### src/rtl/core/cdbs_pkg.sv
// shared types and constants for the cell density bin scatter
// no dependencies
package cdbs_pkg;

  localparam int unsigned CELL_W   = 32;
  localparam int unsigned LANE_W   = 32;
  localparam int unsigned BIN_W    = 15;
  localparam int unsigned FLAT_W   = 30;
  localparam int unsigned SLAB_W   = 25;
  localparam int unsigned OWNER_W  = 16;
  localparam int unsigned LOCAL_W  = 24;
  localparam int unsigned AREA_W   = 32;
  localparam int unsigned RATIO_W  = 32;
  localparam int unsigned SCALE_W  = 5;
  localparam int unsigned NUM_LANE = 8;
  localparam int unsigned SUM_W    = 94;
  localparam int unsigned IN_W     = 608;
  localparam int unsigned OUT_W    = 136;
  localparam int unsigned CFG_IDX_W  = 3;
  localparam int unsigned CFG_DATA_W = 25;
  localparam int unsigned QUEUE_DEPTH = 4;
  localparam int unsigned QUEUE_PTR_W = 2;

  localparam logic [CFG_IDX_W-1:0] CFG_BINS_X      = 3'd0;
  localparam logic [CFG_IDX_W-1:0] CFG_BINS_Y      = 3'd1;
  localparam logic [CFG_IDX_W-1:0] CFG_SLAB_SIZE   = 3'd2;
  localparam logic [CFG_IDX_W-1:0] CFG_OWNER_COUNT = 3'd3;
  localparam logic [CFG_IDX_W-1:0] CFG_SCALE_SHIFT = 3'd4;
  localparam logic [CFG_IDX_W-1:0] CFG_RATIO_EN    = 3'd5;

  localparam logic [RATIO_W-1:0] RATIO_ONE  = 32'h0001_0000;
  localparam logic [5:0]         SHIFT_BASE = 6'd48;

  typedef struct packed {
    logic [BIN_W-1:0]   bins_x;
    logic [BIN_W-1:0]   bins_y;
    logic [SLAB_W-1:0]  slab_size;
    logic [OWNER_W-1:0] owner_count;
    logic [SCALE_W-1:0] scale_shift;
    logic               ratio_en;
  } cfg_t;

  // one bin pair to evaluate, or the end-of-cell token
  typedef struct packed {
    logic [CELL_W-1:0]  cell_id;
    logic [30:0]        ox;
    logic [30:0]        oy;
    logic [BIN_W-1:0]   bx;
    logic [BIN_W-1:0]   by;
    logic [RATIO_W-1:0] ratio;
    logic               is_end;
  } task_t;

  typedef struct packed {
    logic [CELL_W-1:0]  cell_id;
    logic [FLAT_W-1:0]  flat;
    logic [OWNER_W-1:0] owner;
    logic [LOCAL_W-1:0] slab_ofs;
    logic [AREA_W-1:0]  area;
  } result_t;

endpackage

### src/rtl/core/cdbs_fifo.sv
// short queue of bin pairs between the front end and the back end
// depends on cdbs_pkg
module cdbs_fifo import cdbs_pkg::*; (
  input  logic  clk,
  input  logic  rst_n,
  input  logic  push,
  input  task_t wr_data,
  input  logic  pop,
  output task_t rd_data,
  output logic  full,
  output logic  empty
);

  task_t                  mem_r [QUEUE_DEPTH];
  logic [QUEUE_PTR_W-1:0] wp_r, rp_r;
  logic [QUEUE_PTR_W:0]   cnt_r;
  logic                   do_push, do_pop;

  assign full    = (cnt_r == (QUEUE_PTR_W+1)'(QUEUE_DEPTH));
  assign empty   = (cnt_r == '0);
  assign do_push = push && !full;
  assign do_pop  = pop && !empty;
  assign rd_data = mem_r[rp_r];

  always_ff @(posedge clk) begin
    if (!rst_n) begin
      wp_r  <= '0;
      rp_r  <= '0;
      cnt_r <= '0;
    end else begin
      if (do_push) wp_r <= wp_r + 1'b1;
      if (do_pop)  rp_r <= rp_r + 1'b1;
      if (do_push && !do_pop) cnt_r <= cnt_r + 1'b1;
      else if (do_pop && !do_push) cnt_r <= cnt_r - 1'b1;
    end
  end

  always_ff @(posedge clk) begin
    if (do_push) mem_r[wp_r] <= wr_data;
  end

endmodule

### config.mk
export PLATFORM = sky130hd
export DESIGN_NAME = cdbs_fifo
export DESIGN_NICKNAME = d
export VERILOG_FILES = /design/src/rtl/core/cdbs_pkg.sv /design/src/rtl/core/cdbs_fifo.sv
export SDC_FILE = /design/constraint.sdc
export NUM_CORES = 1
export LEC_CHECK = 0
export BUFFER_PORTS_ARGS = -buffer_cell sky130_fd_sc_hd__clkbuf_2
export CORE_MARGIN = 2
export CORE_UTILIZATION = 51
export DETAILED_ROUTE_END_ITERATION = 12
export PLACE_DENSITY = 0.75
export REMOVE_ABC_BUFFERS = 1
export SLEW_MARGIN = 30
export SYNTH_ARGS = -nofsm -noshare
export SYNTH_HDL_FRONTEND = slang
export SYNTH_SLANG_ARGS = --single-unit
export TNS_END_PERCENT = 5
### constraint.sdc
create_clock -name clk -period 5.6 [get_ports clk]
set_clock_uncertainty 0.1 [all_clocks]
set_input_delay 1.12 -clock clk [delete_from_list [all_inputs] [get_ports clk]]
set_output_delay 1.12 -clock clk [all_outputs]
set_load 0.01 [all_outputs]
==> metrics.csv <==
metric,value,unit
placed_cell_area,25400,sq um
status,finished clean,
chipHeight,217,microns
cts-resized-gates,0,
cts.root.buffer_cell,sky130_fd_sc_hd__clkbuf_16,
layout.cell_area.non_filler,27500,sq um
buffer_ports.inserted,319,
design.portCount,320,
worst_skew_pair.late_latency,600,ps
dpl.hpwl,27100,microns
worst-endpoint-arrival,2740,ps
finalSetupViolations,0,
ys_dominant_reg_cell,sky130_fd_sc_hd__edfxtp_1,
timing.max_cap.violations,0,
power.ir.vdd_worst,361,uV
finalWirelength,45000,microns
core-area,45200,sq um
worst_slew_margin_rel,0.378,
whs,396,ps
synth_top_cell_area_share,0.812,
via_count_of_the_first_global_routing_pass,10900,
final_hold_viol_count,0,
yosys-top-cells-count,"sky130_fd_sc_hd__edfxtp_1 (628), sky130_fd_sc_hd__mux4_2 (157), sky130_fd_sc_hd__buf_2 (14)",
rsz0062_at_grt,no,
yosys.area.top_type,sky130_fd_sc_hd__edfxtp_1,
globalRouteTotalUtil,0.192,
yosys.cell_types.count,25,
crit_path_max_fanout,58,
syn_area,23200,sq um
post_synth_main_area_contributors,"sky130_fd_sc_hd__edfxtp_1 (81%), sky130_fd_sc_hd__mux4_2 (15%), sky130_fd_sc_hd__buf_12 (0.95%)",
dr_wl_met3,4010,microns
detailedPlace.worstSlack,2120,ps
num_vias,10400,
hp-start,wp_r[1]$_SDFFE_PN0P_,
dieArea,47300,sq um
drtAntennaViolNets,0,
grt_first_pass_wirelength,67200,microns
hold_buf_count_cts,0,
timing.final.crit_period,3960,ps
worstSetupEndpointType,primary output,
post_route_cells_drive_above_1_share,0.452,
cts_post_setup_buffers_inserted,0,
hold_path.class,reg -> reg,
viasPerCell,5.53,
route.layer.met1.wl,17900,microns
ys_seq_area_frac,0.819,
highest_layer,met5,
rows,78,
kind_of_start_point_of_the_critical_path,register,
wl_met2,22300,microns
routed_wire_per_std_cell,24.0,microns
syn-instance-count,868,
areaGrowthSynthToFinish,18.2,%
gpl.final_weighted_congestion,0.739,
setup_slack,1640,ps
globalRoute.totalOverflow,0,
cts_tree,yes,
rr_startpoint,cnt_r[0]$_SDFFE_PN0P_,
cts.reportedPaths.clkPinSlew,60,ps
worstMarginPinSlew,933,ps
clock_sink_count,637,
synth_async_sr_flop_share,0,
path_class,reg -> out,
synthMostInstantiatedCell,sky130_fd_sc_hd__edfxtp_1,
final_min_period_over_clock_period,0.708,
starting_density_of_the_core,0.514,
cts-root-to-sink-buffers,3,
number_of_cts_inserted_buffers,61,
drt_iter0_drc,838,
synthesized_area_per_cell,26.8,sq um
power.static_leakage,9.18,nW
worstPathRequired,4380,ps
synth.yosys.warnings,0,
dr.pass1.iters,5,
grt_max_degree,158,
power_density_over_cell_area,469,nW/um^2
remaining_drc_errors,0,
register_bit_count_reported_by_yosys,637,
number_of_synthesized_flops_with_an_enable_pin,628,
report.final.slew_viol_count,0,
grt_antenna_before_repair,10,
nFillCells,3074,
achievable-frequency,0.252,GHz
finalNetCount,1394,
clock_tree.htree_level_count,2,
die_w,217,microns
## metrics by stage
step / total power, mW / setup TNS [ps] / utilization / std cells
2_1_floorplan: 8.08 / -537440 / - / 831
3_3_place_gp: 8.95 / 0 / 0.563 / 1763
3_5_place_dp: 8.99 / 0 / 0.563 / 1763
4_1_cts: 13.1 / 0 / 0.607 / 1870
5_1_grt: 13.4 / 0 / 0.608 / 1871
6_report: 12.9 / 0 / 0.608 / 1877
## logic make-up after synthesis
group           after synthesis  synth area share
buf+inv                      40            0.0169
compound gates                4           0.00124
simple gates                 17           0.00415
flops                       637             0.819
xor+xnor                      4           0.00151
fa+ha+maj                     6           0.00355
mux                         160             0.153
## routing by layer
layer / vias to the layer above / global-route usage
li1: 4495 / -
met3: 64 / 0.0656
met1: 5447 / 0.260
met5: - / 0
met2: 354 / 0.304
met4: 12 / 0.0468
## final cells by class
cell class / count / area, sq um / area share
Clock inverter: 31 / 379 / 0.0138
Sequential cell: 637 / 19000 / 0.693
Tap cell: 600 / 751 / 0.0273
Antenna cell: 6 / 15.0 / 0.000547
Inverter: 3 / 11.3 / 0.000410
Timing Repair Buffer: 333 / 1850 / 0.0672
Clock buffer: 76 / 1600 / 0.0584
Multi-Input combinational cell: 191 / 3820 / 0.139
## worst paths after layout
path,end,slack (ps),cells after the start
max reg2reg,mem_r[2][132]$_DFFE_PP_,2830,4
min reg2reg,wp_r[1]$_SDFFE_PN0P_,400,2
max,rd_data[27],1640,3
min,wp_r[1]$_SDFFE_PN0P_,400,2
## flip-flops by register name, summed over array words and instances, names as in the netlist, named ones only
register / cells
wp_r: 2
rp_r: 2
cnt_r: 3
mem_r: 628
## critical path: stages, from the launching register on
cell	delay, ps
sky130_fd_sc_hd__dfxtp_4	960
sky130_fd_sc_hd__buf_4	580
sky130_fd_sc_hd__mux4_2	400
sky130_fd_sc_hd__clkbuf_2	150
## placed cells by master, fill, tap and decap left out, drive strengths merged
cell type  Yosys  routed
o31ai          1       1
clkinvlp       0       1
dfxtp          9       9
ha             5       5
nor2b          2       2
nand2          4       4
o21ai          1       1
inv            3       3
xnor2          3       3
mux4         157     157
mux2i          3       3
nor3           1       1
o311ai         1       1
and2           8       8
a21boi         1       1
or3            1       1
xor2           1       1
clkinv         0      21
clkbuf         3     395
buf           34      14
fa             1       1
bufinv         0       9
diode          0       6
nor3b          1       1
edfxtp       628     628
## report_power, final
group,leakage [nW],total [mW],internal (mW),switching [mW]
logic,2.40,2.85,1.34,1.50
registers,5.83,5.98,5.79,0.189
clock network,0.958,4.05,2.42,1.63
No activity file was read; power rests on OpenSTA's default activity.
