$ cat src/rtl/core/cdbs_pkg.sv
// shared types and constants for the cell density bin scatter
// no dependencies
package cdbs_pkg;

  localparam int unsigned CELL_W   = 32;
  localparam int unsigned LANE_W   = 32;
  localparam int unsigned BIN_W    = 15;
  localparam int unsigned FLAT_W   = 30;
  localparam int unsigned SLAB_W   = 25;
  localparam int unsigned OWNER_W  = 16;
  localparam int unsigned LOCAL_W  = 24;
  localparam int unsigned AREA_W   = 32;
  localparam int unsigned RATIO_W  = 32;
  localparam int unsigned SCALE_W  = 5;
  localparam int unsigned NUM_LANE = 8;
  localparam int unsigned SUM_W    = 94;
  localparam int unsigned IN_W     = 608;
  localparam int unsigned OUT_W    = 136;
  localparam int unsigned CFG_IDX_W  = 3;
  localparam int unsigned CFG_DATA_W = 25;
  localparam int unsigned QUEUE_DEPTH = 4;
  localparam int unsigned QUEUE_PTR_W = 2;

  localparam logic [CFG_IDX_W-1:0] CFG_BINS_X      = 3'd0;
  localparam logic [CFG_IDX_W-1:0] CFG_BINS_Y      = 3'd1;
  localparam logic [CFG_IDX_W-1:0] CFG_SLAB_SIZE   = 3'd2;
  localparam logic [CFG_IDX_W-1:0] CFG_OWNER_COUNT = 3'd3;
  localparam logic [CFG_IDX_W-1:0] CFG_SCALE_SHIFT = 3'd4;
  localparam logic [CFG_IDX_W-1:0] CFG_RATIO_EN    = 3'd5;

  localparam logic [RATIO_W-1:0] RATIO_ONE  = 32'h0001_0000;
  localparam logic [5:0]         SHIFT_BASE = 6'd48;

  typedef struct packed {
    logic [BIN_W-1:0]   bins_x;
    logic [BIN_W-1:0]   bins_y;
    logic [SLAB_W-1:0]  slab_size;
    logic [OWNER_W-1:0] owner_count;
    logic [SCALE_W-1:0] scale_shift;
    logic               ratio_en;
  } cfg_t;

  // one bin pair to evaluate, or the end-of-cell token
  typedef struct packed {
    logic [CELL_W-1:0]  cell_id;
    logic [30:0]        ox;
    logic [30:0]        oy;
    logic [BIN_W-1:0]   bx;
    logic [BIN_W-1:0]   by;
    logic [RATIO_W-1:0] ratio;
    logic               is_end;
  } task_t;

  typedef struct packed {
    logic [CELL_W-1:0]  cell_id;
    logic [FLAT_W-1:0]  flat;
    logic [OWNER_W-1:0] owner;
    logic [LOCAL_W-1:0] slab_ofs;
    logic [AREA_W-1:0]  area;
  } result_t;

endpackage

$ cat src/rtl/core/cdbs_div.sv
// restoring divider, one quotient bit per cycle, splits flat index by slab size
// depends on cdbs_pkg
module cdbs_div import cdbs_pkg::*; (
  input  logic              clk,
  input  logic              rst_n,
  input  logic              start,
  input  logic [FLAT_W-1:0] dividend,
  input  logic [SLAB_W-1:0] divisor,
  output logic              done,
  output logic [FLAT_W-1:0] quot,
  output logic [SLAB_W-1:0] rem
);

  localparam int unsigned CW = $clog2(FLAT_W);

  logic              busy_r, done_r;
  logic [CW-1:0]     cnt_r;
  logic [FLAT_W-1:0] q_r;
  logic [SLAB_W-1:0] rem_r, dvs_r;
  logic [SLAB_W:0]   trial;
  logic              fits;

  assign trial = {rem_r, q_r[FLAT_W-1]};
  assign fits  = trial >= {1'b0, dvs_r};
  assign done  = done_r;
  assign quot  = q_r;
  assign rem   = rem_r;

  always_ff @(posedge clk) begin
    if (!rst_n) begin
      busy_r <= 1'b0;
      done_r <= 1'b0;
      cnt_r  <= '0;
    end else begin
      done_r <= 1'b0;
      if (start) begin
        busy_r <= 1'b1;
        cnt_r  <= CW'(FLAT_W - 1);
      end else if (busy_r) begin
        cnt_r <= cnt_r - 1'b1;
        if (cnt_r == '0) begin
          busy_r <= 1'b0;
          done_r <= 1'b1;
        end
      end
    end
  end

  always_ff @(posedge clk) begin
    if (start) begin
      q_r   <= dividend;
      rem_r <= '0;
      dvs_r <= divisor;
    end else if (busy_r) begin
      q_r   <= {q_r[FLAT_W-2:0], fits};
      rem_r <= fits ? SLAB_W'(trial - {1'b0, dvs_r}) : trial[SLAB_W-1:0];
    end
  end

endmodule

$ cat src/rtl/core/cdbs_back.sv
// back end: area product on one shared multiplier, flat index, owner split,
// filtering and the held-back result that carries the last marker
// depends on cdbs_pkg and cdbs_div
module cdbs_back import cdbs_pkg::*; (
  input  logic             clk,
  input  logic             rst_n,
  input  cfg_t             cfg,
  input  logic             q_empty,
  input  task_t            q_data,
  output logic             q_pop,
  output logic             out_tvalid,
  input  logic             out_tready,
  output logic [OUT_W-1:0] out_tdata,
  output logic             out_tlast,
  output logic             out_tuser
);

  typedef enum logic [9:0] {
    B_IDLE     = 10'b0000000001,
    B_MUL_P    = 10'b0000000010,
    B_MUL_LO   = 10'b0000000100,
    B_MUL_HI   = 10'b0000001000,
    B_MUL_F    = 10'b0000010000,
    B_SUM      = 10'b0000100000,
    B_SHIFT    = 10'b0001000000,
    B_DIV      = 10'b0010000000,
    B_EMIT_BIN = 10'b0100000000,
    B_EMIT_END = 10'b1000000000
  } bstate_t;

  bstate_t state_r, state_nxt;

  task_t             task_r;
  logic [61:0]       p_r, hi_r;
  logic [63:0]       lo_r;
  logic [FLAT_W-1:0] flat_r;
  logic [SUM_W-1:0]  sum_r, shifted;
  logic [AREA_W-1:0] area_r, area_w;
  logic [5:0]        shamt;
  logic [31:0]       mul_a, mul_b;
  logic [63:0]       mul_y;

  result_t           pend_r, cand_r, cand_w;
  logic              pend_v_r;

  logic              out_valid_r, out_last_r, out_has_r;
  result_t           out_r;
  logic              can_push;

  logic              div_start, div_done;
  logic [FLAT_W-1:0] div_q;
  logic [SLAB_W-1:0] div_rem;

  cdbs_div u_div (
    .clk      (clk),
    .rst_n    (rst_n),
    .start    (div_start),
    .dividend (flat_r),
    .divisor  (cfg.slab_size),
    .done     (div_done),
    .quot     (div_q),
    .rem      (div_rem)
  );

  // shared 32x32 multiplier, operands picked by step
  always_comb begin
    unique case (state_r)
      B_MUL_P:  begin mul_a = {1'b0, task_r.ox};   mul_b = {1'b0, task_r.oy}; end
      B_MUL_LO: begin mul_a = p_r[31:0];           mul_b = task_r.ratio; end
      B_MUL_HI: begin mul_a = {2'b0, p_r[61:32]};  mul_b = task_r.ratio; end
      B_MUL_F:  begin mul_a = 32'(task_r.bx);      mul_b = 32'(cfg.bins_y); end
      default:  begin mul_a = '0;                  mul_b = '0; end
    endcase
  end
  assign mul_y = mul_a * mul_b;

  assign shamt   = SHIFT_BASE - {1'b0, cfg.scale_shift};
  assign shifted = sum_r >> shamt;
  assign area_w  = (|shifted[SUM_W-1:AREA_W]) ? '1 : shifted[AREA_W-1:0];

  assign can_push = !out_valid_r || out_tready;

  always_comb begin
    cand_w.cell_id  = task_r.cell_id;
    cand_w.flat     = flat_r;
    cand_w.owner    = div_q[OWNER_W-1:0];
    cand_w.slab_ofs = div_rem[LOCAL_W-1:0];
    cand_w.area     = area_r;
  end

  always_comb begin
    state_nxt = state_r;
    q_pop     = 1'b0;
    div_start = 1'b0;
    unique case (state_r)
      B_IDLE: begin
        if (!q_empty) begin
          q_pop     = 1'b1;
          state_nxt = q_data.is_end ? B_EMIT_END : B_MUL_P;
        end
      end
      B_MUL_P:  state_nxt = B_MUL_LO;
      B_MUL_LO: state_nxt = B_MUL_HI;
      B_MUL_HI: state_nxt = B_MUL_F;
      B_MUL_F:  state_nxt = B_SUM;
      B_SUM:    state_nxt = B_SHIFT;
      B_SHIFT: begin
        if ((area_w == '0) || (cfg.slab_size == '0)) begin
          state_nxt = B_IDLE;
        end else begin
          div_start = 1'b1;
          state_nxt = B_DIV;
        end
      end
      B_DIV: begin
        if (div_done) begin
          if (div_q >= FLAT_W'(cfg.owner_count)) state_nxt = B_IDLE;
          else if (pend_v_r)                     state_nxt = B_EMIT_BIN;
          else                                   state_nxt = B_IDLE;
        end
      end
      B_EMIT_BIN: if (can_push) state_nxt = B_IDLE;
      B_EMIT_END: if (can_push) state_nxt = B_IDLE;
      default:    state_nxt = B_IDLE;
    endcase
  end

  always_ff @(posedge clk) begin
    if (!rst_n) begin
      state_r     <= B_IDLE;
      pend_v_r    <= 1'b0;
      out_valid_r <= 1'b0;
    end else begin
      state_r <= state_nxt;
      if (state_r == B_DIV && div_done && div_q < FLAT_W'(cfg.owner_count) && !pend_v_r) begin
        pend_v_r <= 1'b1;
      end
      if (state_r == B_EMIT_END && can_push) begin
        pend_v_r <= 1'b0;
      end
      if ((state_r == B_EMIT_BIN || state_r == B_EMIT_END) && can_push) begin
        out_valid_r <= 1'b1;
      end else if (out_tready) begin
        out_valid_r <= 1'b0;
      end
    end
  end

  always_ff @(posedge clk) begin
    if (q_pop) task_r <= q_data;
    if (state_r == B_MUL_P)  p_r  <= mul_y[61:0];
    if (state_r == B_MUL_LO) lo_r <= mul_y;
    if (state_r == B_MUL_HI) hi_r <= mul_y[61:0];
    if (state_r == B_MUL_F)  flat_r <= mul_y[FLAT_W-1:0] + FLAT_W'(task_r.by);
    if (state_r == B_SUM)    sum_r <= SUM_W'(lo_r) + {hi_r, 32'b0};
    if (state_r == B_SHIFT)  area_r <= area_w;
    if (state_r == B_DIV && div_done) begin
      cand_r <= cand_w;
      if (!pend_v_r) pend_r <= cand_w;
    end
    if (state_r == B_EMIT_BIN && can_push) begin
      out_r      <= pend_r;
      out_last_r <= 1'b0;
      out_has_r  <= 1'b1;
      pend_r     <= cand_r;
    end
    if (state_r == B_EMIT_END && can_push) begin
      out_last_r <= 1'b1;
      if (pend_v_r) begin
        out_r     <= pend_r;
        out_has_r <= 1'b1;
      end else begin
        // cell without bins gives one empty marker
        out_r     <= '{cell_id: task_r.cell_id, default: '0};
        out_has_r <= 1'b0;
      end
    end
  end

  assign out_tvalid = out_valid_r;
  assign out_tlast  = out_last_r;
  assign out_tuser  = out_has_r;
  assign out_tdata  = {out_r.area, out_r.slab_ofs, out_r.owner,
                       2'b00, out_r.flat, out_r.cell_id};

endmodule

$ cat config.mk
export PLATFORM = sky130hd
export DESIGN_NAME = cdbs_back
export DESIGN_NICKNAME = d
export VERILOG_FILES = /design/src/rtl/core/cdbs_pkg.sv /design/src/rtl/core/cdbs_div.sv /design/src/rtl/core/cdbs_back.sv
export SDC_FILE = /design/constraint.sdc
export NUM_CORES = 2
export LEC_CHECK = 0
export ABC_AREA = 0
export BUFFER_PORTS_ARGS = -buffer_cell sky130_fd_sc_hd__buf_2
export CORE_AREA = 2 2 402 404
export CTS_CLUSTER_DIAMETER = 40
export DETAILED_ROUTE_END_ITERATION = 12
export DIE_AREA = 0 0 404 406
export MAX_ROUTING_LAYER = met4
export PLACE_DENSITY = 0.71
export SYNTH_ARGS = -nofsm -noshare
export SYNTH_HDL_FRONTEND = slang
export SYNTH_HIERARCHICAL = 1
export SYNTH_SLANG_ARGS = --single-unit
$ cat constraint.sdc
create_clock -name clk -period 35.4 [get_ports clk]
set_clock_uncertainty 0.15 [all_clocks]
set_input_delay 7.08 -clock clk [delete_from_list [all_inputs] [get_ports clk]]
set_output_delay 7.08 -clock clk [all_outputs]
set_load 0.02 [all_outputs]
==> summary.md <==
| Metric | Value |
|---|---|
| Largest net degree at the start of global routing | about 130 |
| Reg area | 29700 µm² |
| Final wirelength | 240000 µm |
| Post-synth top area share | about 36% |
| CTS root buffer | clkbuf_16 |
| Area Overhead vs Synth | 11.2% |
| Initial Utilization | 49.7% |
| Lkg Pwr | between 0.03 and 0.04 µW |
| Final HPWL DP | roughly 180000 µm |
| Placed instance count | between 9000 and 10000 |
| Layout cells sized above 1 | about 15% |
| Final setup TNS | 0 ns |
| IO Port Bufs | around 360 |
| Initial antenna violation count | 13 |
| Worst-Margin Slew | 1.43 ns |
| Yosys warns | 6 |
| VDD IR max | 0.0504 mV |
| Boundary pin count | about 380 |
| Post-cts hold buffer count | 0 |
| Crit. End Element | flop |
| Synth Register Bits | 1003 |
| Top post-synthesis cells by count | 980 x inv_1, 961 x nand2_1, 958 x edfxtp_1, 899 x fa_1, 522 x nor2_1 |
| Synth top area cells | edfxtp_1 36%, fa_1 23%, ha_1 5.6%, inv_1 4.6%, nand2_1 4.5% |
| Crit path arrival time | about 17 ns |
| Fmax | 61.3 MHz |
| Die Height | ~410 µm |
| WL per Instance | about 25 µm |
| Period Utilization, post-route | a little under half |
| Final ANT Viol Nets | 0 |
| Startpoint class of the critical path | input port |
| DRC violations left | 0 |
| H-Tree Level Count | 4 |
| Total global routing overflow | 0 |
| Core box area | ~160000 µm² |
| Main flop type after synthesis | edfxtp_1 |
| Clock transition at path regs | roughly 0.06 ns |
| Critical path type | in -> reg |
| Post-Layout Cell Count | 9575 |
| Worst-case clock buffer depth | 3 |
| Worst min-delay path class | reg -> reg |
| CTS Buf Count | around 130 |
| Count of final setup violators | 0 |
| Final Max Tran Viols | 0 |
| Placed Area | around 84000 µm² |
| Max-cap check violation count | 0 |
| CTS tree | yes |
| CP max FO | 14 |
| Synth Area per Inst | approximately 11 µm² |
| Clock Latency Late Sink | approximately 0.8 ns |
| Final instance area | about 90000 µm² |
| Fin. Hold Viols | 0 |
| Total power per unit cell area | ~33 nW/µm² |
| Share of flip-flops with an asynchronous set or reset | 0% |
| Post-synth top area cell | edfxtp_1 |
| Site Rows | ~150 |
| RSZ-0062 raised after global routing | no |
| GRT Overall Usage | ~30% |
| Count leader, synth | inv_1 |
| Crit path max-delay cell type | o311ai_0 |
| Multi-input gate area | 44700 µm² |
| Outcome | finished, final reports clean |
| Critical Path Max Stage Delay | roughly 0.8 ns |
| PostCTS Resize Cnt | 0 |
| DRT Pass-1 Iters | 8 |
| Worst path most repeated cell | fa_1 |
| Post-CTS Setup Inserts | 0 |
| CP Data Required Time | 35.69 ns |
| Max-slew headroom | around 4.4% |
| Vias in the first global route | 57800 |
| Total clock sinks | approximately 1000 |
| Die ar. | approximately 160000 µm² |
| Sequential fraction of the synthesis area | a little under two fifths |
| Yosys cell types | between 90 and 100 |
| Fill cells | 13400 |
| First-pass GRT wire length | between 300000 and 400000 µm |
| Tmin final | around 16 ns |
| Mapped Area | 79400 µm² |
| Routability cong. | 0.977 |
| Cells after Synth | 7100 |
| Post-layout util | a little under three fifths |
| Post-synth EDFFs | between 900 and 1000 |
| Final worst slack | between 15 and 20 ns |
| DRT iter0 DRCs | 5189 |
| Layout Nets | about 9000 |
| Die width | around 400 µm |
| Pre-CTS WS | approximately 19 ns |
| Routed vias | between 50000 and 60000 |
| Vias per Instance | between 5 and 6 |
logic make-up (layout without fill, tap and decap cells):
| group | Yosys count | count (layout) | share of synthesized area [%] |
|---|---|---|---|
| other cells | 1 | 17 | 0.00473 |
| buf+inv | 1351 | 1724 | 6.60 |
| flops | 1003 | 1003 | 37.4 |
| simple gates | 2104 | 2104 | 11.7 |
| fa+ha+maj | 1253 | 1253 | 28.3 |
| compound gates | 801 | 801 | 6.95 |
| xor+xnor | 166 | 166 | 1.84 |
| mux | 421 | 421 | 7.23 |
power by group:
part           switching [µW]  leakage (µW)  total, µW  internal [µW]
registers                14.9       0.00930       1330           1310
clock network             578       0.00223       1390            812
logic                     155        0.0245        231           76.0
worst max-delay path: cells and delay by family:
kind	cells	cell delay (ns)
AND/OR/NAND/NOR	3	1.01
AO/OA/AOI/OAI	9	3.29
adder cells (fa/ha/maj)	9	4.69
buffers and inverters	8	0.53
final timing paths:
path | startpoint | end | slack, ns | depth (start not counted)
worst max-delay path | cfg[49] | lo_r[60]$_DFFE_PN_ | 19.08 | 29
worst min-delay path | lo_r[14]$_DFFE_PN_ | sum_r[14]$_DFFE_PP_ | 0.25 | 0
worst max register to register | state_r[7]$_SDFFE_PN0P_ | lo_r[60]$_DFFE_PN_ | 22.67 | 35
worst min register to register | lo_r[14]$_DFFE_PN_ | sum_r[14]$_DFFE_PP_ | 0.25 | 0
state kept, by name, indices dropped and copies added, names as in the netlist:
register / cells
u_div/done: 1
cand_r: 134
area_r: 32
u_div/dvs_r: 25
out_tuser: 1
sum_r: 94
pend_r: 134
out_tdata: 134
pend_v_r: 1
u_div/quot: 30
task_r: 124
out_tlast: 1
lo_r: 64
out_tvalid: 1
state_r: 10
p_r: 62
cand_w: 32
u_div/busy_r: 1
u_div/cnt_r: 5
flat_r: 30
hi_r: 62
u_div/rem: 25
through the flow:
step | total power, µW | hold WS [ns]
after floorplan | 1490 | 0.250
after global placement | 1580 | 0.255
after detailed placement | 1580 | 0.255
after CTS | 2970 | 0.228
after global routing | 3030 | 0.255
final | 2950 | 0.249
area by class of cell:
class / count / area share (%)
clock buffer: 148 / 3.90
inverter: 981 / 4.18
timing repair buffer: 498 / 3.24
multi-input combinational: 4747 / 50.7
antenna: 15 / 0.0425
clock inverter: 97 / 1.36
sequential: 1003 / 33.6
tap: 2086 / 2.96
placed cells by master, fill, tap and decap left out, drive strengths merged, types with 78 or more instances in the layout:
| cell type | n |
|---|---|
| ha | 354 |
| nand2 | 962 |
| a22oi | 86 |
| mux4 | 99 |
| nor2 | 522 |
| nor2b | 132 |
| a21oi | 161 |
| inv | 1019 |
| mux2 | 227 |
| edfxtp | 958 |
| xnor2 | 103 |
| o21ai | 146 |
| nor3 | 115 |
| buf | 498 |
| fa | 899 |
| mux2i | 95 |
| clkbuf | 148 |
| a21o | 78 |
| nand3 | 98 |
routing by layer:
layer / wire length, µm / vias to the layer above / global-route usage (%)
li1: - / 24500 / -
met1: 90400 / 28300 / 37.1
met2: 108000 / 3029 / 45.6
met3: 25800 / 816 / 7.99
met4: 15900 / 0 / 16.4
met5: 0 / - / -
Power figures use the tool's default switching activity.
