[config.mk]
export PLATFORM = sky130hd
export DESIGN_NAME = cdbs_front
export DESIGN_NICKNAME = d
export VERILOG_FILES = /design/src/rtl/core/cdbs_pkg.sv /design/src/rtl/core/cdbs_front.sv
export SDC_FILE = /design/constraint.sdc
export NUM_CORES = 1
export LEC_CHECK = 0
export BUFFER_PORTS_ARGS = -buffer_cell sky130_fd_sc_hd__buf_2
export CAP_MARGIN = 20
export CORE_AREA = 5 5 327 329
export CTS_BUF_LIST = sky130_fd_sc_hd__clkbuf_4
export CTS_CLUSTER_DIAMETER = 50
export DETAILED_ROUTE_END_ITERATION = 16
export DIE_AREA = 0 0 332 334
export PLACE_DENSITY = 0.57
export SLEW_MARGIN = 0
export SYNTH_ARGS = -nofsm -noshare
export SYNTH_HDL_FRONTEND = slang
export SYNTH_SLANG_ARGS = --single-unit
[constraint.sdc]
create_clock -name clk -period 19.4 [get_ports clk]
set_clock_uncertainty 0.15 [all_clocks]
set_input_delay 0.97 -clock clk [delete_from_list [all_inputs] [get_ports clk]]
set_output_delay 0.97 -clock clk [all_outputs]
set_load 0.05 [all_outputs]
[src/rtl/core/cdbs_pkg.sv]
// shared types and constants for the cell density bin scatter
// no dependencies
package cdbs_pkg;

  localparam int unsigned CELL_W   = 32;
  localparam int unsigned LANE_W   = 32;
  localparam int unsigned BIN_W    = 15;
  localparam int unsigned FLAT_W   = 30;
  localparam int unsigned SLAB_W   = 25;
  localparam int unsigned OWNER_W  = 16;
  localparam int unsigned LOCAL_W  = 24;
  localparam int unsigned AREA_W   = 32;
  localparam int unsigned RATIO_W  = 32;
  localparam int unsigned SCALE_W  = 5;
  localparam int unsigned NUM_LANE = 8;
  localparam int unsigned SUM_W    = 94;
  localparam int unsigned IN_W     = 608;
  localparam int unsigned OUT_W    = 136;
  localparam int unsigned CFG_IDX_W  = 3;
  localparam int unsigned CFG_DATA_W = 25;
  localparam int unsigned QUEUE_DEPTH = 4;
  localparam int unsigned QUEUE_PTR_W = 2;

  localparam logic [CFG_IDX_W-1:0] CFG_BINS_X      = 3'd0;
  localparam logic [CFG_IDX_W-1:0] CFG_BINS_Y      = 3'd1;
  localparam logic [CFG_IDX_W-1:0] CFG_SLAB_SIZE   = 3'd2;
  localparam logic [CFG_IDX_W-1:0] CFG_OWNER_COUNT = 3'd3;
  localparam logic [CFG_IDX_W-1:0] CFG_SCALE_SHIFT = 3'd4;
  localparam logic [CFG_IDX_W-1:0] CFG_RATIO_EN    = 3'd5;

  localparam logic [RATIO_W-1:0] RATIO_ONE  = 32'h0001_0000;
  localparam logic [5:0]         SHIFT_BASE = 6'd48;

  typedef struct packed {
    logic [BIN_W-1:0]   bins_x;
    logic [BIN_W-1:0]   bins_y;
    logic [SLAB_W-1:0]  slab_size;
    logic [OWNER_W-1:0] owner_count;
    logic [SCALE_W-1:0] scale_shift;
    logic               ratio_en;
  } cfg_t;

  // one bin pair to evaluate, or the end-of-cell token
  typedef struct packed {
    logic [CELL_W-1:0]  cell_id;
    logic [30:0]        ox;
    logic [30:0]        oy;
    logic [BIN_W-1:0]   bx;
    logic [BIN_W-1:0]   by;
    logic [RATIO_W-1:0] ratio;
    logic               is_end;
  } task_t;

  typedef struct packed {
    logic [CELL_W-1:0]  cell_id;
    logic [FLAT_W-1:0]  flat;
    logic [OWNER_W-1:0] owner;
    logic [LOCAL_W-1:0] slab_ofs;
    logic [AREA_W-1:0]  area;
  } result_t;

endpackage

[src/rtl/core/cdbs_front.sv]
// front end: takes a cell word, walks the overlap lanes and queues bin pairs
// depends on cdbs_pkg
module cdbs_front import cdbs_pkg::*; #(
  parameter int unsigned MAX_OVERLAP = 8
) (
  input  logic              clk,
  input  logic              rst_n,
  input  cfg_t              cfg,
  input  logic              in_tvalid,
  output logic              in_tready,
  input  logic [IN_W-1:0]   in_tdata,
  input  logic              q_full,
  output logic              q_push,
  output task_t             q_data
);

  localparam int unsigned JW = (MAX_OVERLAP > 1) ? $clog2(MAX_OVERLAP) : 1;
  localparam logic [JW-1:0] LAST_LANE = JW'(MAX_OVERLAP - 1);

  typedef enum logic [2:0] {
    F_IDLE = 3'b001,
    F_SCAN = 3'b010,
    F_END  = 3'b100
  } fstate_t;

  fstate_t state_r, state_nxt;

  logic [CELL_W-1:0]  cell_r;
  logic [BIN_W-1:0]   bx0_r, by0_r;
  logic [RATIO_W-1:0] ratio_r;
  logic [LANE_W-1:0]  ox_r [MAX_OVERLAP];
  logic [LANE_W-1:0]  oy_r [MAX_OVERLAP];
  logic [JW-1:0]      j_r, j_nxt, k_r, k_nxt;
  logic               sx_r, sx_nxt, sy_r, sy_nxt;

  logic [LANE_W-1:0]  lane_x [NUM_LANE];
  logic [LANE_W-1:0]  lane_y [NUM_LANE];
  logic [15:0]        lbx, lby;
  logic [BIN_W-1:0]   bx0_in, by0_in;
  logic               accept;

  logic [LANE_W-1:0]  ox, oy;
  logic               ox_pos, oy_pos, bx_ok, by_ok;
  logic [15:0]        bx_w, by_w;

  always_comb begin
    for (int i = 0; i < NUM_LANE; i++) begin
      lane_x[i] = in_tdata[64 + 32*i +: 32];
      lane_y[i] = in_tdata[320 + 32*i +: 32];
    end
  end

  assign lbx    = in_tdata[47:32];
  assign lby    = in_tdata[63:48];
  assign bx0_in = lbx[15] ? '0 : lbx[BIN_W-1:0];
  assign by0_in = lby[15] ? '0 : lby[BIN_W-1:0];

  assign in_tready = (state_r == F_IDLE);
  assign accept    = in_tvalid && in_tready;

  assign ox     = ox_r[j_r];
  assign oy     = oy_r[k_r];
  assign ox_pos = (ox != '0) && !ox[LANE_W-1];
  assign oy_pos = (oy != '0) && !oy[LANE_W-1];
  assign bx_w   = {1'b0, bx0_r} + 16'(j_r);
  assign by_w   = {1'b0, by0_r} + 16'(k_r);
  assign bx_ok  = bx_w < {1'b0, cfg.bins_x};
  assign by_ok  = by_w < {1'b0, cfg.bins_y};

  always_comb begin
    state_nxt = state_r;
    j_nxt     = j_r;
    k_nxt     = k_r;
    sx_nxt    = sx_r;
    sy_nxt    = sy_r;
    q_push    = 1'b0;
    q_data.cell_id = cell_r;
    q_data.ox     = ox[30:0];
    q_data.oy     = oy[30:0];
    q_data.bx     = bx_w[BIN_W-1:0];
    q_data.by     = by_w[BIN_W-1:0];
    q_data.ratio  = ratio_r;
    q_data.is_end = 1'b0;

    unique case (state_r)
      F_IDLE: begin
        if (accept) begin
          j_nxt  = '0;
          k_nxt  = '0;
          sx_nxt = 1'b0;
          sy_nxt = 1'b0;
          if ((bx0_in < cfg.bins_x) && (by0_in < cfg.bins_y)) begin
            state_nxt = F_SCAN;
          end else begin
            state_nxt = F_END;
          end
        end
      end
      F_SCAN: begin
        logic row_done;
        logic stall;
        row_done = 1'b0;
        stall    = 1'b0;
        if (!ox_pos) begin
          // two empty rows in a row end the cell
          if (sx_r) begin
            state_nxt = F_END;
          end else begin
            sx_nxt   = 1'b1;
            row_done = 1'b1;
          end
        end else begin
          sx_nxt = 1'b0;
          if (!bx_ok) begin
            row_done = 1'b1;
          end else if (!oy_pos) begin
            if (sy_r || (k_r == LAST_LANE)) begin
              row_done = 1'b1;
            end else begin
              sy_nxt = 1'b1;
              k_nxt  = k_r + 1'b1;
            end
          end else begin
            if (by_ok) begin
              if (q_full) begin
                stall = 1'b1;
              end else begin
                q_push = 1'b1;
              end
            end
            if (!stall) begin
              sy_nxt = 1'b0;
              if (k_r == LAST_LANE) begin
                row_done = 1'b1;
              end else begin
                k_nxt = k_r + 1'b1;
              end
            end
          end
        end
        if (row_done) begin
          k_nxt  = '0;
          sy_nxt = 1'b0;
          if (j_r == LAST_LANE) begin
            state_nxt = F_END;
          end else begin
            j_nxt = j_r + 1'b1;
          end
        end
      end
      F_END: begin
        q_data.is_end = 1'b1;
        if (!q_full) begin
          q_push    = 1'b1;
          state_nxt = F_IDLE;
        end
      end
      default: state_nxt = F_IDLE;
    endcase
  end

  always_ff @(posedge clk) begin
    if (!rst_n) begin
      state_r <= F_IDLE;
      j_r     <= '0;
      k_r     <= '0;
      sx_r    <= 1'b0;
      sy_r    <= 1'b0;
    end else begin
      state_r <= state_nxt;
      j_r     <= j_nxt;
      k_r     <= k_nxt;
      sx_r    <= sx_nxt;
      sy_r    <= sy_nxt;
    end
  end

  always_ff @(posedge clk) begin
    if (accept) begin
      cell_r  <= in_tdata[31:0];
      bx0_r   <= bx0_in;
      by0_r   <= by0_in;
      ratio_r <= cfg.ratio_en ? in_tdata[607:576] : RATIO_ONE;
      for (int i = 0; i < MAX_OVERLAP; i++) begin
        ox_r[i] <= lane_x[i];
        oy_r[i] <= lane_y[i];
      end
    end
  end

endmodule

==> metrics.md, run 1 <==
| Metric | Value |
|---|---|
| Routed Antenna Nets | 0 |
| H-tree Lvls | 4 |
| Yosys synthesis warning count | 0 |
| Largest net degree at the start of global routing | between 70 and 80 |
| Worst rel slew slack | 34.1% |
| CP endpoint kind | primary output |
| Routed WL | just under 100 mm |
| Fin. max-slew vios | 0 |
| Layout cell share with drive strength beyond 1 | 40.3% |
| Worst path required time | around 18 ns |
| Combinational group share of total power | ~17% |
| GPL Wtd Cong | around 0.87 |
| Final hold slack | ~0.20 ns |
| WL/cell | 21.2 um |
| RSZ-0062 raised after global routing | no |
| TritonCTS clock tree | yes |
| Via count | 20.8k |
| Sw Ratio | slightly below 30% |
| Yosys cell types | just over 70 |
| PortBufs | roughly 800 |
| Critical path fanouts, max | 40 |
| Number of synthesized flops with an enable pin | ~610 |
| Clk slew on worst S/H paths | around 0.06 ns |
| Die area | 111000 um2 |
| Critical path depth in cells | 12 |
| Hold Crit Depth | 2 |
| Vias in the first global route | approximately 23k |
| Period utilization | about 37% |
| Fmax | ~140 MHz |
| FFs w/ async S/R, synth | 0% |
| Crit path buf inv count | 3 |
| Row count | ~120 |
| Clock Tree Root | clkbuf_4 |
| Ys flop type | edfxtp_1 |
| Pint | 2.53 mW |
| Critical path arrival | approximately 6 ns |
| Worst-Margin Slew | 0.989 ns |
| Sw Pwr | ~1 mW |
| I/O Pins | about 850 |
| Seq cells post-synth | just over 600 |
| Maximum VDD drop | 0.0000699 V |
| Mapped Cells | roughly 1.5k |
| Clock share of power | 34.1% |
| Power density cells | between 80 and 90 nW/um2 |
| Latest clock arrival within the worst-skew pair | 1.06 ns |
| Syn nets | 2304 |
| TritonCTS buffer count | about 170 |
| Setup crit start kind | register |
| Initial detailed-routing violation count | between 1k and 1.5k |
| Max-cap viol count | 0 |
| Worst R2R Path Depth | 6 |
| Post-detail-place hpwl | between 60 and 70 mm |
| Cell chain of the critical path | buf_4 -> buf_4 -> or4b_2 -> o22ai_1 -> a22oi_1 -> a2111oi_0 -> nand4_1 -> o21ai_1 -> nor3_1 -> a31oi_1 -> nor2_1 -> buf_2 |
| GRT Residual Overflow | 0 |
| First-pass GRT wire length | around 140 mm |
| Setup TNS | 0 ns |
| DRC violations left | 0 |
| PostCTS Resize Cnt | 0 |
| Tmin final | a little over 7 ns |
| Clock Sinks | approximately 620 |
| Synth Cell Area | approximately 27000 um2 |
| Final hold vios | 0 |
| CP Class | register to primary output |
| Most frequent cells in the layout | buf_2, edfxtp_1, dlygate4sd3_1 |
| Die width | around 330 um |
| Seq/Total Area, Yosys | 69.3% |
| Final Setup Violations | 0 |
| Total track usage | between 10% and 20% |
| Postcts setup bufs | 0 |
| Core area | 103000 um2 |
| Leading cell type in the layout, fill and taps excluded | buf_2 |
| Die Span Y | about 330 um |
| Most frequent CP cell | buf_4 |
| DR pass1 iterations | 5 |
| Seq pwr share | 49.2% |
| Slowest cell delay on critical path | 0.63 ns |
| Slowest-stage cell, CP | or4b_2 |
| Total design power | 3.56 mW |
| Area grow syn2layout | 51.6% |
| Fin nets | 3834 |
| Initial Util | 25.9% |
| Pleak | around 16 nW |
| Initial antenna violation count | 14 |
| Worst Hold Class | primary input to register |
| CP top delay family | compound AO/OA/AOI/OAI gates |
| Clk buf depth | 3 |
| Status | finished, final reports clean |
| Mapped Avg Cell Area | ~17 um2 |
| Vias/cell | 4.51 |
-- power by group through the flow --
stage | Combinational, mW | Clock [mW] | Sequential, mW
global route | 0.630 | 1.33 | 1.76
floorplan | 0.259 | 0 | 1.91
CTS | 0.594 | 1.25 | 1.75
finish | 0.594 | 1.21 | 1.75
global placement | 0.492 | 0 | 1.77
detailed placement | 0.494 | 0 | 1.77
-- Yosys cell counts, types with 6 or more instances --
master | count | area share (%)
a211oi_1 | 8 | 0.22
a21o_1 | 15 | 0.42
a21oi_1 | 29 | 0.54
a31oi_1 | 6 | 0.14
and2_1 | 37 | 0.86
buf_1 | 14 | 0.20
buf_2 | 17 | 0.32
clkbuf_1 | 25 | 0.35
dfxtp_1 | 17 | 1.3
edfxtp_1 | 606 | 68
ha_1 | 66 | 3.1
inv_1 | 53 | 0.74
mux2_2 | 55 | 2.3
mux2i_1 | 16 | 0.60
mux4_1 | 7 | 0.69
mux4_2 | 109 | 9.2
nand2_1 | 62 | 0.87
nand2b_1 | 20 | 0.47
nand3_1 | 18 | 0.34
nand4_1 | 11 | 0.26
nor2_1 | 49 | 0.69
nor2b_1 | 40 | 0.93
nor3_1 | 43 | 0.80
nor4_1 | 27 | 0.63
o211ai_1 | 11 | 0.31
o21ai_0 | 18 | 0.34
o221ai_1 | 7 | 0.23
o22ai_1 | 8 | 0.19
o31ai_1 | 9 | 0.25
or3_1 | 7 | 0.16
or4_1 | 20 | 0.56
or4b_2 | 7 | 0.26
xnor2_1 | 21 | 0.69
-- stage by stage --
stage	util (%)	std cells	worst slack (ns)	area [um2]
floorplan	-	1547	2.64	26800
global placement	31.4	3689	13.02	32400
detailed placement	31.4	3689	12.99	32400
CTS	39.3	4587	11.71	40600
global route	39.3	4599	11.65	40600
finish	39.3	4602	12.13	40600
-- cells by family (layout without fill, tap and decap cells) --
logic type,count (synthesis),count (layout),synth area share (%)
buffers and inverters,114,1774,1.79
flip-flops,623,623,69.3
AND/OR/NAND/NOR,379,379,8.04
adder cells (fa/ha/maj),68,68,3.23
AO/OA/AOI/OAI,150,150,4.06
XOR/XNOR,26,26,0.851
other,0,15,0
multiplexers,187,187,12.8
-- sequential cells by signal, indices dropped and copies added (netlist names), named ones only --
signal,count
state_r,3
by0_r,15
bx0_r,15
k_r,3
cell_r,32
ox_r,256
sx_r,1
sy_r,1
oy_r,256
j_r,3
ratio_r,32
-- routing by layer --
layer	track usage [%]	share of wire, %
met1	19.3	37
met2	30.5	52
met3	5.05	7.7
met4	6.02	3.1
met5	0	0.042
-- final timing paths --
kind                                 from                    end  slack [ns]
setup / recovery                 register                 q_push       12.13
hold reg to reg       j_r[2]$_SDFFE_PN0P_               register        0.38
hold / removal               in_tdata[37]     bx0_r[5]$_DFFE_PP_        0.20
setup reg to reg  state_r[1]$_SDFFE_PN0P_  oy_r[5][20]$_DFFE_PP_       14.01
-- worst reg2reg max path, cell delays in order (launching register included) --
cell	delay, ns
dfxtp_1	0.33
nor2_1	0.16
and3_4	0.79
buf_4	0.84
buf_4	0.90
buf_4	0.85
buf_4	0.92
-- layout make-up --
class | instances | area (um2)
Fill cell | 9506 | 62600
Sequential cell | 623 | 18600
Timing Repair Buffer | 1415 | 10100
Multi-Input combinational cell | 810 | 7750
Clock buffer | 255 | 1910
Tap cell | 1380 | 1730
Clock inverter | 51 | 302
Inverter | 53 | 199
Antenna cell | 15 | 37.5
-- repair_timing --
item,in CTS,in global routing
hold buffers,592,0
hold endpoints to repair,597,0
endpoints found under the setup margin,0,0
(Power assumes the default switching activity.)
==> run 2, diff against run 1 <==
Clock period 19.4 ns to 6.73 ns, I/O delays scaled along.
==> run 2 against run 1 <==
The run now fails in clock tree synthesis (4_1_cts). Synthesized area did not move. Synthesized cell count did not move.
==> metrics.md, run 2 <==
| Metric | Value |
|---|---|
| PostCTS Resize Cnt | 0 |
| H-tree Lvls | 4 |
| I/O Pins | 848 |
| Post-synthesis xor/xnor area fraction | less than 1% |
| Status | did not finish |
| Fail Step | clock tree synthesis (4_1_cts) |
| Syn nets | between 2k and 2.5k |
| Die Span Y | about 330 um |
| Mapped Avg Cell Area | approximately 17 um2 |
| Largest family of logic cells by synthesized area | multiplexers |
| Post-detail-place hpwl | just under 70 mm |
| TritonCTS buffer count | approximately 170 |
| Most frequent cells after synthesis | edfxtp_1, mux4_2, ha_1 |
| Simple-Gate Fraction of Synth Area | about 8% |
| Initial Util | between 20% and 30% |
| Row count | roughly 120 |
| Yosys top cell area share | 68.0% |
| Clock Sinks | roughly 620 |
| Die width | 332 um |
| Most frequent cell after synthesis | edfxtp_1 |
| FFs w/ async S/R, synth | 0% |
| Cell taking the most area after synthesis | edfxtp_1 |
| Error Message | [ERROR RSZ-0060] Max buffer count reached. |
| Yosys cell types | slightly above 70 |
| Pre-CTS setup slack | 1.73 ns |
| Clock Tree Root | clkbuf_4 |
| Mapped Cells | about 1.5k |
| Seq/Total Area, Yosys | between 60% and 70% |
| Hold_buf cts | 796 |
| Seq cells post-synth | ~620 |
| PortBufs | around 800 |
| Compound-Gate Fraction of Synth Area | ~4% |
| Synth Cell Area | roughly 27000 um2 |
| Clk buf depth | 3 |
| Yosys synthesis warning count | 0 |
| Postcts setup bufs | 0 |
| Top cells by area, synth | edfxtp_1, mux4_2, ha_1 |
| GPL Wtd Cong | 0.880 |
| Post-synthesis mux area share | 12.8% |
| Adder-cell share of the synthesized area | about 3.2% |
| Number of synthesized flops with an enable pin | between 600 and 700 |
| Ys flop type | edfxtp_1 |
-- run 2: cell counts after synthesis --
No cell type changed its count.
-- run 2: kinds of logic after synthesis --
family	Yosys count
AO/OA/AOI/OAI	150
XOR/XNOR	26
adder cells (fa/ha/maj)	68
buffers and inverters	114
flip-flops	623
multiplexers	187
AND/OR/NAND/NOR	379
-- run 2: metrics by stage --
step	hold slack [ns]	utilization [%]	instances	area, um2
3_5_place_dp	0.360	31.4	3688	32400
3_3_place_gp	0.362	31.4	3688	32400
2_1_floorplan	0.285	-	1547	26800
==> run 3, diff against run 2 <==
Settings changed: CORE_AREA 5 5 327 329 to 5 5 325 327, CTS_BUF_LIST sky130_fd_sc_hd__clkbuf_4 to unset, CTS_CLUSTER_DIAMETER 50 to unset, DIE_AREA 0 0 332 334 to 0 0 330 332, PLACE_DENSITY 0.57 to unset, PLACE_DENSITY_LB_ADDON set to 0.15.
==> run 3 against run 2 <==
The flow now finishes without violations.
==> metrics.md, run 3 (synthesis results as in run 1) <==
| Metric | Value |
|---|---|
| Leading cell type in the layout, fill and taps excluded | buf_2 |
| Critical R2R Launch | by0_r[1]$_DFFE_PP_ |
| Maximum VDD drop | 0.000260 V |
| Critical path arrival | approximately 4.7 ns |
| CP Class | register to primary output |
| Final hold slack | between 0.06 and 0.07 ns |
| Pint | between 7 and 8 mW |
| I/O Pins | roughly 850 |
| Status | finished, final reports clean |
| Critical path fanouts, max | slightly above 50 |
| Total track usage | 17.3% |
| Slowest cell delay on critical path | ~0.77 ns |
| Worst Hold Class | primary input to register |
| Clock Sinks | around 620 |
| DR pass1 iterations | 5 |
| Clk buf depth | 3 |
| Via count | approximately 20k |
| Clk slew on worst S/H paths | around 0.06 ns |
| Die width | 330 um |
| Setup TNS | 0 ns |
| Cell chain of the critical path | buf_4 -> or4b_2 -> o22ai_1 -> a21oi_1 -> nor4_1 -> o221ai_2 -> nand2_2 -> nor3_1 -> a31oi_1 -> nor2_1 -> buf_2 |
| GRT Residual Overflow | 0 |
| Max-cap viol count | 0 |
| End of the worst hold path | bx0_r[11]$_DFFE_PP_ |
| CP endpoint kind | primary output |
| Initial antenna violation count | 27 |
| RSZ-0062 raised after global routing | no |
| TritonCTS buffer count | 77 |
| Row count | 118 |
| Die Span Y | around 330 um |
| Initial detailed-routing violation count | roughly 1.0k |
| Combinational group share of total power | around 16% |
| H-tree Lvls | 3 |
| Largest net degree at the start of global routing | between 150 and 200 |
| Final Util | 40.0% |
| Clock share of power | roughly two fifths |
| Layout cell share with drive strength beyond 1 | a little under two fifths |
| Pleak | 15.7 nW |
| TritonCTS clock tree | yes |
| Latest clock arrival within the worst-skew pair | ~0.65 ns |
| Worst R2R Path Depth | 16 |
| Core area | 103000 um2 |
| WL/cell | around 22 um |
| Routed Antenna Nets | 0 |
| Vias/cell | around 4.5 |
| Sw Ratio | a little over a quarter |
| Power density cells | around 270 nW/um2 |
| Reg2reg setup slack | about 2.1 ns |
| Total design power | approximately 11 mW |
| Fill cells | around 9.6k |
| Setup crit start kind | register |
| Pre-CTS setup slack | roughly 2 ns |
| Vias in the first global route | between 20k and 25k |
| Period utilization | approximately three quarters |
| Seq pwr share | 46.0% |
| First-pass GRT wire length | 142 mm |
| Most frequent cells in the layout | buf_2, dlygate4sd3_1, edfxtp_1 |
| Worst path required time | 6.24 ns |
| Post-detail-place hpwl | around 74 mm |
| Tmin final | ~5.2 ns |
| Final Setup Violations | 0 |
| Hold Crit Depth | 2 |
| Routed WL | around 99 mm |
| Area grow syn2layout | 53.5% |
| Initial Util | 26.1% |
| Worst-Margin Slew | ~1.3 ns |
| Die area | between 100000 and 150000 um2 |
| GPL Wtd Cong | ~0.85 |
| Fin. max-slew vios | 0 |
| Worst rel slew slack | between 10% and 20% |
| Final hold vios | 0 |
| PortBufs | approximately 800 |
| DRC violations left | 0 |
| Post-route setup slack | 1.57 ns |
| Sw Pwr | about 3.0 mW |
| Fin nets | around 3.8k |
| Postcts setup bufs | 0 |
| Clock Tree Root | clkbuf_16 |
| Fmax | ~190 MHz |
| Biggest regs | ox_r (256), oy_r (256) |
| Hold_sp | in_tdata[47] |
| Slowest-stage cell, CP | dfxtp_4 |
==> run 3: power groups by stage <==
stage / clock, mW / sequential, mW / combinational, mW
3_5_place_dp: 0 / 5.09 / 1.45
5_1_grt: 4.44 / 5.05 / 1.85
6_report: 4.16 / 5.02 / 1.74
3_3_place_gp: 0 / 5.08 / 1.44
2_1_floorplan: 0 / 5.25 / 0.745
4_1_cts: 4.28 / 5.02 / 1.76
==> run 3: per-layer routing <==
layer,share of wire (%),global-route usage [%],up-vias
met4,3.0,5.44,12
met3,7.1,4.29,154
met2,51,31.5,774
li1,-,-,9154
met1,39,20.0,9717
met5,0.078,0,-
==> run 3: through the flow <==
stage	std cells	area (um2)
floorplan	1547	26800
global placement	3684	32400
detailed placement	3684	32400
CTS	4434	41000
global route	4444	41100
finish	4448	41100
==> run 3: how the worst max path moves through the flow <==
stage / startpoint / end / slack, ns / cells past startpoint
3_3_place_gp: register / q_push / 1.97 / 11
5_1_grt: register / q_push / 1.21 / 11
3_5_place_dp: register / q_push / 2.01 / 11
4_1_cts: register / q_push / 1.28 / 11
6_report: register / q_push / 1.57 / 11
2_1_floorplan: state_r[1]$_SDFFE_PN0P_ / register / 0.71 / 7
==> run 3: final cells by class <==
cell class / instances / area (um2) / area share (%)
diodes: 14 / 35.0 / 0.0853
clock buffers: 95 / 2000 / 4.88
clock inverters: 44 / 526 / 1.28
inverters: 53 / 199 / 0.484
multi-input cells: 810 / 7750 / 18.9
flip-flops and latches: 623 / 18600 / 45.2
well taps: 1380 / 1730 / 4.20
repair buffers: 1429 / 10300 / 25.0
==> run 3: critical path, delay by kind of cell (launching register included) <==
family,cells,cell delay (ns)
compound gates,4,0.86
flops,1,0.77
simple gates,5,1.39
buf+inv,2,0.88
==> run 3: what timing repair did <==
| item | CTS | global route |
|---|---|---|
| resized for setup | 0 | 0 |
| hold buffers | 611 | 0 |
| hold endpoints to repair | 623 | 0 |
